$ cat src/rtl/core/cabl_pkg.sv
// Package for the C array byte list parser: phase codes, result kinds,
// character constants and the structs passed between the parser modules.
// Depends on nothing; every other file of the block imports it.
package cabl_pkg;

   localparam logic [3:0] PH_PRELUDE = 4'd0;
   localparam logic [3:0] PH_ARRAY   = 4'd1;
   localparam logic [3:0] PH_COMMA   = 4'd2;
   localparam logic [3:0] PH_ZERO    = 4'd3;
   localparam logic [3:0] PH_DEC     = 4'd4;
   localparam logic [3:0] PH_HEX     = 4'd5;
   localparam logic [3:0] PH_SLASH   = 4'd6;
   localparam logic [3:0] PH_LINE    = 4'd7;
   localparam logic [3:0] PH_BLOCK   = 4'd8;
   localparam logic [3:0] PH_STAR    = 4'd9;
   localparam logic [3:0] PH_DONE    = 4'd10;

   // Resume codes are the low two bits of the list-level phases.
   localparam logic [1:0] RS_PRELUDE = 2'd0;
   localparam logic [1:0] RS_ARRAY   = 2'd1;
   localparam logic [1:0] RS_COMMA   = 2'd2;

   localparam logic [1:0] KIND_BYTE   = 2'd0;
   localparam logic [1:0] KIND_ACCEPT = 2'd1;
   localparam logic [1:0] KIND_REJECT = 2'd2;

   localparam logic [7:0] CH_LBRACE  = 8'h7B;
   localparam logic [7:0] CH_RBRACE  = 8'h7D;
   localparam logic [7:0] CH_SLASH   = 8'h2F;
   localparam logic [7:0] CH_STAR    = 8'h2A;
   localparam logic [7:0] CH_COMMA   = 8'h2C;
   localparam logic [7:0] CH_UPPER_X = 8'h58;
   localparam logic [7:0] CH_LOWER_X = 8'h78;
   localparam logic [7:0] CH_ZERO    = 8'h30;
   localparam logic [7:0] CH_NINE    = 8'h39;
   localparam logic [7:0] CH_LOWER_A = 8'h61;
   localparam logic [7:0] CH_LOWER_F = 8'h66;
   localparam logic [7:0] CH_UPPER_A = 8'h41;
   localparam logic [7:0] CH_UPPER_F = 8'h46;
   localparam logic [7:0] CH_SPACE   = 8'h20;
   localparam logic [7:0] CH_TAB     = 8'h09;
   localparam logic [7:0] CH_LF      = 8'h0A;
   localparam logic [7:0] CH_VT      = 8'h0B;
   localparam logic [7:0] CH_FF      = 8'h0C;
   localparam logic [7:0] CH_CR      = 8'h0D;

   // Parser state carried from one beat to the next.
   typedef struct packed {
      logic [3:0] phase;
      logic [1:0] resume;
      logic [7:0] acc;
   } parse_state_type;

   // Up to two results caused by one input beat. Only the first one can be
   // an extracted byte; the second is always an accept or reject report.
   typedef struct packed {
      logic [1:0] count;
      logic [1:0] kind0;
      logic [7:0] byte0;
      logic [1:0] kind1;
   } result_pair_type;

endpackage

$ cat src/rtl/core/cabl_step.sv
// Next-state and result logic of the byte list parser for one text beat.
// Purely combinational; uses the phase codes and structs of cabl_pkg.
module cabl_step
   import cabl_pkg::*;
(
   input  parse_state_type state,
   input  logic [7:0]      character,
   input  logic            end_marker,
   output parse_state_type next_state,
   output result_pair_type results
);

   logic       is_dec;
   logic       is_hex_letter;
   logic       is_space;
   logic       is_x;
   logic [3:0] hex_digit;
   logic       emit_byte;
   logic       emit_end;
   logic [1:0] end_kind;
   logic       list_pass;
   logic [1:0] list_phase;

   assign is_dec = (character >= CH_ZERO) && (character <= CH_NINE);
   assign is_hex_letter = ((character >= CH_LOWER_A) && (character <= CH_LOWER_F)) ||
                          ((character >= CH_UPPER_A) && (character <= CH_UPPER_F));
   assign is_space = (character == CH_SPACE) || (character == CH_TAB) ||
                     (character == CH_LF) || (character == CH_VT) ||
                     (character == CH_FF) || (character == CH_CR);
   assign is_x = (character == CH_LOWER_X) || (character == CH_UPPER_X);
   // Letters a-f and A-F both have 1..6 in their low nibble.
   assign hex_digit = is_dec ? character[3:0] : 4'(character[3:0] + 4'd9);

   always_comb begin
      next_state = state;
      emit_byte  = 1'b0;
      emit_end   = 1'b0;
      end_kind   = KIND_REJECT;
      list_pass  = 1'b0;
      list_phase = state.phase[1:0];

      if (end_marker) begin
         emit_byte = (state.phase == PH_ZERO) || (state.phase == PH_DEC) ||
                     (state.phase == PH_HEX);
         emit_end  = (state.phase != PH_DONE);
         next_state.phase  = PH_PRELUDE;
         next_state.resume = RS_PRELUDE;
         next_state.acc    = 8'd0;
      end else begin
         // First pass: number and comment phases.
         case (state.phase)
            PH_PRELUDE, PH_ARRAY, PH_COMMA: begin
               list_pass = 1'b1;
            end
            PH_ZERO: begin
               if (is_x) begin
                  next_state.acc   = 8'd0;
                  next_state.phase = PH_HEX;
               end else if (is_dec) begin
                  next_state.acc   = {4'd0, character[3:0]};
                  next_state.phase = PH_DEC;
               end else begin
                  emit_byte  = 1'b1;
                  list_pass  = 1'b1;
                  list_phase = RS_COMMA;
               end
            end
            PH_DEC: begin
               if (is_dec) begin
                  next_state.acc = 8'((state.acc << 3) + (state.acc << 1) +
                                      {4'd0, character[3:0]});
               end else begin
                  emit_byte  = 1'b1;
                  list_pass  = 1'b1;
                  list_phase = RS_COMMA;
               end
            end
            PH_HEX: begin
               if (is_dec || is_hex_letter) begin
                  next_state.acc = {state.acc[3:0], hex_digit};
               end else begin
                  emit_byte  = 1'b1;
                  list_pass  = 1'b1;
                  list_phase = RS_COMMA;
               end
            end
            PH_SLASH: begin
               if (character == CH_STAR) begin
                  next_state.phase = PH_BLOCK;
               end else if (character == CH_SLASH) begin
                  next_state.phase = PH_LINE;
               end else begin
                  // A lone slash is dropped and this character is retried.
                  list_pass  = 1'b1;
                  list_phase = state.resume;
               end
            end
            PH_LINE: begin
               if ((character == CH_CR) || (character == CH_LF)) begin
                  next_state.phase = {2'b00, state.resume};
               end
            end
            PH_BLOCK: begin
               if (character == CH_STAR) begin
                  next_state.phase = PH_STAR;
               end
            end
            PH_STAR: begin
               if (character == CH_SLASH) begin
                  next_state.phase = {2'b00, state.resume};
               end else if (character != CH_STAR) begin
                  next_state.phase = PH_BLOCK;
               end
            end
            default: begin
            end
         endcase

         // Second pass: list-level handling of the same character.
         if (list_pass) begin
            next_state.phase = {2'b00, list_phase};
            if ((list_phase == RS_PRELUDE) && (character == CH_LBRACE)) begin
               next_state.phase = PH_ARRAY;
            end else if ((list_phase == RS_PRELUDE) && (character == CH_SLASH)) begin
               next_state.resume = RS_PRELUDE;
               next_state.phase  = PH_SLASH;
            end else if ((list_phase == RS_ARRAY) && is_dec) begin
               next_state.acc   = {4'd0, character[3:0]};
               next_state.phase = (character == CH_ZERO) ? PH_ZERO : PH_DEC;
            end else if ((list_phase == RS_COMMA) && (character == CH_COMMA)) begin
               next_state.phase = PH_ARRAY;
            end else if ((list_phase == RS_ARRAY) || (list_phase == RS_COMMA)) begin
               if (character == CH_SLASH) begin
                  next_state.resume = list_phase;
                  next_state.phase  = PH_SLASH;
               end else if (character == CH_RBRACE) begin
                  emit_end         = 1'b1;
                  end_kind         = KIND_ACCEPT;
                  next_state.phase = PH_DONE;
               end else if (!is_space) begin
                  emit_end         = 1'b1;
                  end_kind         = KIND_REJECT;
                  next_state.phase = PH_DONE;
               end
            end
         end
      end
   end

   always_comb begin
      results.kind1 = end_kind;
      if (emit_byte) begin
         results.count = emit_end ? 2'd2 : 2'd1;
         results.kind0 = KIND_BYTE;
         results.byte0 = state.acc;
      end else begin
         results.count = emit_end ? 2'd1 : 2'd0;
         results.kind0 = end_kind;
         results.byte0 = 8'd0;
      end
   end

endmodule

$ cat src/rtl/core/cabl_queue.sv
// Two-entry result queue of the byte list parser. Each entry holds the
// results of one input beat and is drained one result per beat.
// Uses result_pair_type from cabl_pkg.
module cabl_queue
   import cabl_pkg::*;
(
   input  logic            clock,
   input  logic            reset,
   input  logic            push,
   input  result_pair_type push_data,
   output logic            has_room,
   output logic            out_valid,
   input  logic            out_ready,
   output logic [1:0]      out_kind,
   output logic [7:0]      out_byte,
   output logic            out_last
);

   result_pair_type slot_ff [2];
   logic            wr_ptr_ff, wr_ptr_in;
   logic            rd_ptr_ff, rd_ptr_in;
   logic [1:0]      count_ff, count_in;
   logic            sub_ff, sub_in;
   result_pair_type head;
   logic            pop;

   assign head      = slot_ff[rd_ptr_ff];
   assign out_valid = (count_ff != 2'd0);
   assign has_room  = (count_ff != 2'd2);

   // The second result of a pair is always a report with a zero byte.
   assign out_kind = sub_ff ? head.kind1 : head.kind0;
   assign out_byte = sub_ff ? 8'd0 : head.byte0;
   assign out_last = sub_ff || (head.count == 2'd1);

   assign pop = out_valid && out_ready && out_last;

   always_comb begin
      wr_ptr_in = push ? ~wr_ptr_ff : wr_ptr_ff;
      rd_ptr_in = pop ? ~rd_ptr_ff : rd_ptr_ff;
      count_in  = 2'(count_ff + {1'b0, push} - {1'b0, pop});
      sub_in    = sub_ff;
      if (out_valid && out_ready) begin
         sub_in = !out_last;
      end
   end

   always_ff @(posedge clock) begin
      if (reset) begin
         wr_ptr_ff <= 1'b0;
         rd_ptr_ff <= 1'b0;
         count_ff  <= 2'd0;
         sub_ff    <= 1'b0;
      end else begin
         wr_ptr_ff <= wr_ptr_in;
         rd_ptr_ff <= rd_ptr_in;
         count_ff  <= count_in;
         sub_ff    <= sub_in;
      end
   end

   always_ff @(posedge clock) begin
      if (push) begin
         slot_ff[wr_ptr_ff] <= push_data;
      end
   end

endmodule

$ cat src/rtl/core/c_array_byte_list_parser.sv
// Each result is registered in the result queue before it is offered on the rsp_ side.
// Throughput: one text beat per cycle while the queue has room; a beat that ends a number
// and the list yields two results, which leave on two consecutive output beats.
// The two-entry result queue sets how far input may run ahead of the output side.
// Reset (synchronous, active high) returns the parser to the prelude and empties the queue.
module c_array_byte_list_parser
   import cabl_pkg::*;
(
   input  logic       clock,
   input  logic       reset,
   // Input channel: one source text byte per beat.
   input  logic       req_tvalid,
   output logic       req_tready,
   input  logic [7:0] req_tdata,   // [7:0] character
   input  logic       req_tlast,   // end_marker: end of text, character ignored
   // Result channel.
   output logic       rsp_tvalid,
   input  logic       rsp_tready,
   output logic [7:0] rsp_tdata,   // [7:0] byte_value
   output logic [1:0] rsp_tuser,   // [1:0] kind
   output logic       rsp_tlast    // run_end: last result caused by one input beat
);

   // Parser state. It advances on every accepted beat, so the next accepted beat
   // is evaluated against the updated state.
   logic [3:0]      phase_ff;
   logic [1:0]      resume_ff;
   logic [7:0]      acc_ff;
   parse_state_type cur_state;
   parse_state_type step_state;
   result_pair_type step_results;
   logic            req_accept;
   logic            queue_room;

   assign cur_state.phase  = phase_ff;
   assign cur_state.resume = resume_ff;
   assign cur_state.acc    = acc_ff;

   // The step logic handles both passes a character can take: first the
   // number or comment phase, then the list level when that phase lets go.
   cabl_step u_step (
      .state      (cur_state),
      .character  (req_tdata),
      .end_marker (req_tlast),
      .next_state (step_state),
      .results    (step_results)
   );

   // Input is taken whenever the queue can hold the results of one more beat.
   assign req_tready = queue_room;
   assign req_accept = req_tvalid && req_tready;

   always_ff @(posedge clock) begin
      if (reset) begin
         phase_ff  <= PH_PRELUDE;
         resume_ff <= RS_PRELUDE;
         acc_ff    <= 8'd0;
      end else if (req_accept) begin
         phase_ff  <= step_state.phase;
         resume_ff <= step_state.resume;
         acc_ff    <= step_state.acc;
      end
   end

   // Beats that cause no result, such as skipped text, do not use a queue slot.
   cabl_queue u_queue (
      .clock     (clock),
      .reset     (reset),
      .push      (req_accept && (step_results.count != 2'd0)),
      .push_data (step_results),
      .has_room  (queue_room),
      .out_valid (rsp_tvalid),
      .out_ready (rsp_tready),
      .out_kind  (rsp_tuser),
      .out_byte  (rsp_tdata),
      .out_last  (rsp_tlast)
   );

`ifndef NO_ASSERTIONS
   // An end marker always leaves the parser in its reset state.
   a_end_resets: assert property (@(posedge clock) disable iff (reset)
      req_accept && req_tlast |=> (phase_ff == PH_PRELUDE) && (acc_ff == 8'd0))
      else $error("end marker did not reset the parser");

   // Only list-level phases can be stored as the phase to resume.
   a_resume_code: assert property (@(posedge clock) disable iff (reset)
      (resume_ff == RS_PRELUDE) || (resume_ff == RS_ARRAY) || (resume_ff == RS_COMMA))
      else $error("invalid resume phase");

   // Accept and reject reports carry a zero byte.
   a_report_zero: assert property (@(posedge clock) disable iff (reset)
      rsp_tvalid && (rsp_tuser != KIND_BYTE) |-> (rsp_tdata == 8'd0))
      else $error("report result with nonzero byte");

   // The phase never leaves the defined codes.
   a_phase_range: assert property (@(posedge clock) disable iff (reset)
      phase_ff <= PH_DONE)
      else $error("parser phase out of range");
`endif

endmodule

$ cat config.mk
export PLATFORM = sky130hd
export DESIGN_NAME = c_array_byte_list_parser
export DESIGN_NICKNAME = d
export VERILOG_FILES = /design/src/rtl/core/cabl_pkg.sv /design/src/rtl/core/cabl_step.sv /design/src/rtl/core/cabl_queue.sv /design/src/rtl/core/c_array_byte_list_parser.sv
export SDC_FILE = /design/constraint.sdc
export NUM_CORES = 1
export LEC_CHECK = 0
export BUFFER_PORTS_ARGS = -buffer_cell sky130_fd_sc_hd__clkbuf_2
export CELL_PAD_IN_SITES_DETAIL_PLACEMENT = 0
export CELL_PAD_IN_SITES_GLOBAL_PLACEMENT = 1
export CORE_MARGIN = 1.5
export CORE_UTILIZATION = 47
export CTS_CLUSTER_DIAMETER = 50
export DETAILED_ROUTE_END_ITERATION = 10
export PLACE_DENSITY_LB_ADDON = 0.1
export SETUP_SLACK_MARGIN = 0.4
export SYNTH_ARGS = -nofsm -noshare
export SYNTH_HDL_FRONTEND = slang
export SYNTH_SLANG_ARGS = --single-unit
export TNS_END_PERCENT = 5
$ cat constraint.sdc
create_clock -name clock -period 6.3 [get_ports clock]
set_input_delay 0.63 -clock clock [delete_from_list [all_inputs] [get_ports clock]]
set_output_delay 0.63 -clock clock [all_outputs]
set_load 0.01 [all_outputs]
==> Word-level counts from Yosys, hierarchy flattened <==
Memory sizes are Yosys's and may differ from the RTL's. A register that Yosys moved wholly into a read port is not among the register bits.
Index checks and enable logic that the tools add are counted.
{ "op_classes": {"add_sub_neg": 5, "n_mul": 0, "div_mod_pow": 0, "magnitude_cmp": 6, "eq_ne": 37, "shifts": 0, "muxes": 76, "bitwise_logic": 2, "reduce_logical": 36} }
{ "op_table": {"columns": ["op", "count"], "rows": [
  ["$mux W4", 15],
  ["$mux W8", 7],
  ["$eq A8 B4 Y1 const B", 5],
  ["$eq A8 B6 Y1 const B", 5],
  ["$mux W2", 20],
  ["$eq A8 B7 Y1 const B", 4],
  ["$mux W14", 2],
  ["$pmux W8 S3", 1],
  ["$mux W1", 22],
  ["$pmux W4 S5", 1],
  ["$eq A4 B3 Y1 const B", 4],
  ["$ge A8 B7 Y1 const B", 2],
  ["$le A8 B7 Y1 const B", 2],
  ["$reduce_and A7 Y1", 2],
  ["$logic_or A1 B1 Y1", 13],
  ["$mux W12", 1],
  ["$mux W6", 2],
  ["$logic_and A1 B1 Y1", 11],
  ["$mux W10", 1],
  ["$ne A5 B2 Y1 const B", 2],
  ["$add A8 B4 Y8", 1],
  ["$add A8 B8 Y8", 1],
  ["$eq A4 B2 Y1 const B", 2],
  ["$eq A4 B4 Y1 const B", 2],
  ["26 further kinds", 34]
]} }
{ "word_totals": {"register_bits": 19, "latch_bits": 0, "ram_bits": 28, "rom_bits": 0, "out_inout_bits": 13, "memories": 1} }
{ "mem_list": {"columns": ["memory", "words", "width", "rd", "rd_clocked_by_memory_dff", "wr", "line_no", "source"], "rows": [
  ["u_queue.slot_ff", 2, 14, 1, 1, 1, "cabl_queue.sv:19", "result_pair_type slot_ff [2];"]
]} }

==> Depth between registers and ports, before layout <==
{ "logic_depth": {"depth_word": 22, "depth_mapped": 25} }

==> Modules after synthesis <==
From an unflattened synthesis, not the netlist that was laid out.
{ "unflattened": {"hier_cells": 392, "area_unflattened_um2": 3871.2} }
{ "modules_own_cells": {"columns": ["mod", "instances", "cells_per_inst", "area_each_um2"], "rows": [
  ["cabl_step", 1, 247, 1823.0],
  ["cabl_queue", 1, 81, 1323.8],
  ["c_array_byte_list_parser", 1, 64, 724.4]
]} }

==> Worst setup path after synthesis <==
OpenSTA, ideal clock, no wires.
{ "synth_timing": {"path_kind": "input to register", "start": "input req_tdata[1]", "end": "memory u_queue.slot_ff[0][0] (netlist bit) (enable)", "setup_ps": 384, "t_arrival_ps": 4413, "t_required_ps": 5916, "slack_ps": 1502, "cell_stages": 18, "n_path_buf": 2, "cell_sequence": "inv_1 ha_1 o21bai_1 a21boi_4 buf_2 o31a_1 o21ai_1 inv_1 ha_1 a32oi_1 nand2b_1 nor4_1 a21o_1 inv_1 ha_1 or2_2 clkbuf_1 nor2_1"} }
{ "synth_via": {"elab_chain_cells": 22, "elab_cells_between_ends": 71} }
{ "synth_lines": {"columns": ["item", "line_no", "source"], "rows": [
  ["start, declared", "c_array_byte_list_parser.sv:14", "input logic [7:0] req_tdata,"],
  ["$ge A8 B7 Y1 (tied with other cells)", "cabl_step.sv:25", "assign is_hex_letter = ((character >= CH_LOWER_A) && (character <= CH_LOWER_F)) ||"],
  ["$logic_and A1 B1 Y1 (tied with other cells)", "cabl_step.sv:25", null],
  ["$logic_or A1 B1 Y1, on equally long branches", "cabl_step.sv:25, cabl_step.sv:27", null],
  ["$logic_or A1 B1 Y1, on equally long branches", "cabl_step.sv:79, cabl_step.sv:28", null],
  ["$mux W2 or $logic_or A1 B1 Y1 (tied branches)", "cabl_step.sv:79, cabl_step.sv:28", null],
  ["$pmux W2 S4 or $logic_or A1 B1 Y1 (tied branches)", "cabl_step.sv:51, cabl_step.sv:29", null],
  ["$mux W2 or $mux W1 (tied branches)", "cabl_step.sv:42, cabl_step.sv:140", null],
  ["$eq A2 B1 Y1 (tied with other cells)", "cabl_step.sv:127, cabl_step.sv:132", null],
  ["[6 not listed]", null, null],
  ["$mux W1", "cabl_step.sv:120", "if (list_pass) begin"],
  ["$mux W1", "cabl_step.sv:42", "if (end_marker) begin"],
  ["$mux W1 or $mux W2 (tied branches)", "cabl_step.sv:157, cabl_step.sv:153", null],
  ["$mux W12 *", "cabl_step.sv:152", "if (emit_byte) begin"],
  ["$reduce_bool A2 Y1 *", "c_array_byte_list_parser.sv:69", ".push (req_accept && (step_results.count != 2'd0)),"],
  ["$logic_and A1 B1 Y1 *", "c_array_byte_list_parser.sv:69", null],
  ["$mux W1 *", "cabl_queue.sv:63", "if (push) begin"],
  ["$mux W1 (not written as such) *", "cabl_queue.sv:64", "slot_ff[wr_ptr_ff] <= push_data;"],
  ["end, declared", "cabl_queue.sv:19", null]
]} }
Mark *: on every way between the ends. The rest lies on a longest branch, timed or not. The select of a mux whose other input is x is not followed.

==> Final worst setup path <==
{ "layout_timing": {"start": "input req_tdata[1]", "end": "register u_queue.count_ff[1]"} }
{ "layout_via": {"elab_chain_cells": 22, "elab_cells_between_ends": 71} }
{ "layout_lines": {"columns": ["item", "line_no", "source"], "rows": [
  ["$ge A8 B7 Y1 (tied with other cells)", "cabl_step.sv:25", null],
  ["$logic_and A1 B1 Y1 (tied with other cells)", "cabl_step.sv:25", null],
  ["$logic_or A1 B1 Y1, on equally long branches", "cabl_step.sv:25, cabl_step.sv:27", null],
  ["$logic_or A1 B1 Y1, on equally long branches", "cabl_step.sv:79, cabl_step.sv:28", null],
  ["$mux W2 or $logic_or A1 B1 Y1 (tied branches)", "cabl_step.sv:79, cabl_step.sv:28", null],
  ["$pmux W2 S4 or $logic_or A1 B1 Y1 (tied branches)", "cabl_step.sv:51, cabl_step.sv:29", null],
  ["$mux W2 or $mux W1 (tied branches)", "cabl_step.sv:42, cabl_step.sv:140", null],
  ["$eq A2 B1 Y1 (tied with other cells)", "cabl_step.sv:127, cabl_step.sv:132", null],
  ["[6 not listed]", null, null],
  ["$mux W1", "cabl_step.sv:120", null],
  ["$mux W1", "cabl_step.sv:42", null],
  ["$mux W1 or $mux W2 (tied branches)", "cabl_step.sv:157, cabl_step.sv:153", null],
  ["$mux W12 *", "cabl_step.sv:152", null],
  ["$reduce_bool A2 Y1 *", "c_array_byte_list_parser.sv:69", null],
  ["$logic_and A1 B1 Y1 *", "c_array_byte_list_parser.sv:69", null],
  ["$add A2 B1 Y2 *", "cabl_queue.sv:41", "count_in = 2'(count_ff + {1'b0, push} - {1'b0, pop});"],
  ["$sub A2 B1 Y2 *", "cabl_queue.sv:41", null],
  ["end signal, assigned", "cabl_queue.sv:57", "count_ff <= count_in;"],
  ["end, declared", "cabl_queue.sv:22", "logic [1:0] count_ff, count_in;"]
]} }
Marked as above.
A chain may end at the register's enable or synchronous reset.

==> summary.txt <==
Outcome: finished, final reports clean
Post-synthesis register bit count: 48
RSZ-0062 raised after global routing: false
CP Class: in -> reg
Hold Path Class: reg -> reg
Clock buffer depth: 2
Layout cells sized above 1: 0.168
Final ANT Viol Nets: 0
Row cnt: 31
Measured slew at the worst slew-check pin: 758 ps
Synth cell types: 84
Mean Syn Cell Area: 9.53 sq um
Combinational share of power: 0.298
Internal: 636 uW
Synth Instances: 363
Vias/cell: 5.77
RR Startpoint: phase_ff[2]$_SDFFE_PP0P_
Setup bufs post-CTS: 0
Clk_lat worst skew: 290 ps
Psw: 288 uW
Cell Area, Synth: 0.00346 sq mm
Synthesized Nets: 401
Starting density of the core: 0.482
Drc violations: 0
Peak VDD IR: 0.000110 V
1st-iter DRT viols: 163
Clock Power Share: 0.272
Final hold vios: 0
Gpl congestion: 0.889
Hold Path Sink: resume_ff[1]$_SDFFE_PP0P_
Overall power: 924 uW
Sequential Power Share: 0.430
Slew margin rel.: 0.491
Power Dens Cells: 245 mW/mm^2
Hold Startpoint: resume_ff[1]$_SDFFE_PP0P_
Hold buffers post-CTS: 0
Nets: 418
Diode count: 0
WP data arrival: 5030 ps
GRT Overall Usage: 0.202
FF/Latch Area: 0.00124 sq mm
Area of the multi-input gates: 0.00205 sq mm
Worst r2r dst: u_queue.count_ff[1]$_SDFF_PP0_
Via count of the routed design: 2771
Worst Reg2Reg Path Length in Cells: 18
Num CTS Buffers: 5
CTS tree: built
Yosys top cell area share: 0.243
Synth area leaders: edfxtp_1 (24%), dfxtp_1 (12%), ha_1 (8.3%)
Post-synthesis sequential area ratio: 0.359
Final Slew Violations: 0
Clk sinks: 48
Gr ovfl total: 0
Hold_ws: 490 ps
Final setup TNS: 0 ps
Worst-path clk slew: 80 ps
Post-CTS Resized: 0
Setup crit start kind: input pin
Leak Pwr: 0.00143 uW
Warnings from Yosys: 0
Worst Path Max Fanout: 15
Worst hold stages: 2
CORE AREA: 0.00718 sq mm
Synth top cells by count: nor2_1 (36), edfxtp_1 (28), nand2_1 (24)
Initial antenna violation count: 0
Hpwl dp: 5.72 mm
Pin count of the biggest net entering global routing: 19
Switching share of power: 0.311
Vias in the first global route: 2436
Die area: 0.00788 sq mm
EDFF count, synth: 28
Synth area leader: edfxtp_1
Final Skew: 4.46 ps
Main synth FF type: edfxtp_1
Filler cell count in the final layout: 655
Clock root cell: clkbuf_8
Tcrit/Tclk final: 0.771
FF-to-FF setup slack: 1670 ps
I/O pin cnt: 26
Max Fclk: 206 MHz
Max Cap Violations: 0
Total wire length: 7.62 mm
# port buffers: 25
# H-tree levels: 2
Drt pass-1 iters: 5
Die H: 88.8 um
Clock period minus worst slack: 4860 ps
Count leader, synth: nor2_1
# placed instances: 472
Final core occ: 0.526
Layout Cells excl Fill: 480
Area growth syn-to-layout: 9.19%
Global-route wire length before repair: 12.4 mm
Asr flop ratio synth: 0
Die Span X: 88.8 um
Worst path required time: 6480 ps
Final setup vio count: 0
WL/cell: 15.9 um
CP Capture Type: flop
[routing by layer]
layer,track usage,vias to the layer above,share of wire
met5,0,-,0
li1,-,1383,-
met3,0.0233,7,0.048
met2,0.322,88,0.46
met4,0.0511,0,0.0095
met1,0.291,1293,0.48
[power by group through the flow]
stage               logic, uW  clock network (uW)  registers, uW
floorplan                 222                   0            382
global placement          279                   0            404
detailed placement        275                   0            405
CTS                       276                 259            398
global route              308                 271            403
finish                    275                 252            397
[through the flow]
step / instance area (sq um) / setup WS (ps)
global placement: 3640 / 1330
detailed placement: 3640 / 1210
CTS: 3780 / 1510
floorplan: 3460 / 1500
finish: 3780 / 1440
global route: 3780 / 1020
[critical path: stages]
cell,delay [ps]
clkbuf_2,130
inv_1,100
ha_1,260
o21bai_1,300
a21boi_4,190
o31a_1,340
o21ai_1,320
inv_1,80
ha_1,270
a32oi_1,280
nand2b_1,140
nor4_1,410
a21o_1,160
inv_1,50
ha_1,170
or2_2,330
ha_1,280
inv_1,40
ha_1,190
xor2_1,160
xnor2_1,140
nor2_1,50
[worst max path at each step]
stage | slack, ps | depth (start not counted) | to | start
6_report | 1440 | 22 | u_queue.count_ff[1]$_SDFF_PP0_ | req_tdata[1]
5_1_grt | 1020 | 22 | u_queue.count_ff[1]$_SDFF_PP0_ | req_tdata[1]
2_1_floorplan | 1500 | 18 | u_queue.slot_ff[0][0]$_DFFE_PP_ | req_tdata[1]
3_3_place_gp | 1330 | 22 | u_queue.count_ff[1]$_SDFF_PP0_ | req_tdata[1]
3_5_place_dp | 1210 | 22 | u_queue.count_ff[1]$_SDFF_PP0_ | req_tdata[1]
4_1_cts | 1510 | 22 | u_queue.count_ff[1]$_SDFF_PP0_ | req_tdata[1]
[layout by cell type, fill, tap and decap left out, types with 3 or more instances in the layout]
cell type	Yosys	layout
o2bb2ai_1	5	5
o21ai_1	4	4
xnor2_1	9	9
nor4_1	3	3
a21o_1	4	4
mux2i_1	8	8
and3_1	3	3
nor2_1	36	36
clkbuf_8	0	5
nand2_1	24	24
nand4_1	3	3
a21oi_1	19	19
nand3_1	7	7
or3_1	3	3
nand2b_1	9	9
nor2b_1	4	4
a31o_1	3	3
edfxtp_1	28	28
clkbuf_2	0	25
a22oi_1	5	5
o21ai_0	13	13
ha_1	23	23
nor3_1	5	5
inv_1	22	22
or2_2	3	3
a31oi_1	4	4
o31ai_1	4	4
and2_1	9	9
dfxtp_1	20	20
[layout make-up]
class                   count  area share
clock buffers               6      0.0192
inverters                  23      0.0229
flip-flops and latches     48       0.329
repair buffers             27      0.0371
multi-input cells         275       0.543
clock inverters             2      0.0159
well taps                  99      0.0328
[registers in the layout, indices dropped and copies added, names as in the netlist, named ones only]
signal             flops
u_queue.rd_ptr_ff      1
phase_ff               4
u_queue.wr_ptr_ff      1
u_queue.count_ff       2
u_queue.slot_ff       28
acc_ff                 8
u_queue.sub_ff         1
resume_ff              2
[cells by family after synthesis]
| family | Yosys count | share of synthesized area |
|---|---|---|
| AND/OR/NAND/NOR | 132 | 0.221 |
| adder cells (fa/ha/maj) | 25 | 0.0948 |
| multiplexers | 11 | 0.0394 |
| AO/OA/AOI/OAI | 96 | 0.211 |
| buffers and inverters | 40 | 0.0478 |
| flip-flops | 48 | 0.359 |
| XOR/XNOR | 11 | 0.0279 |
Power figures use the tool's default switching activity.
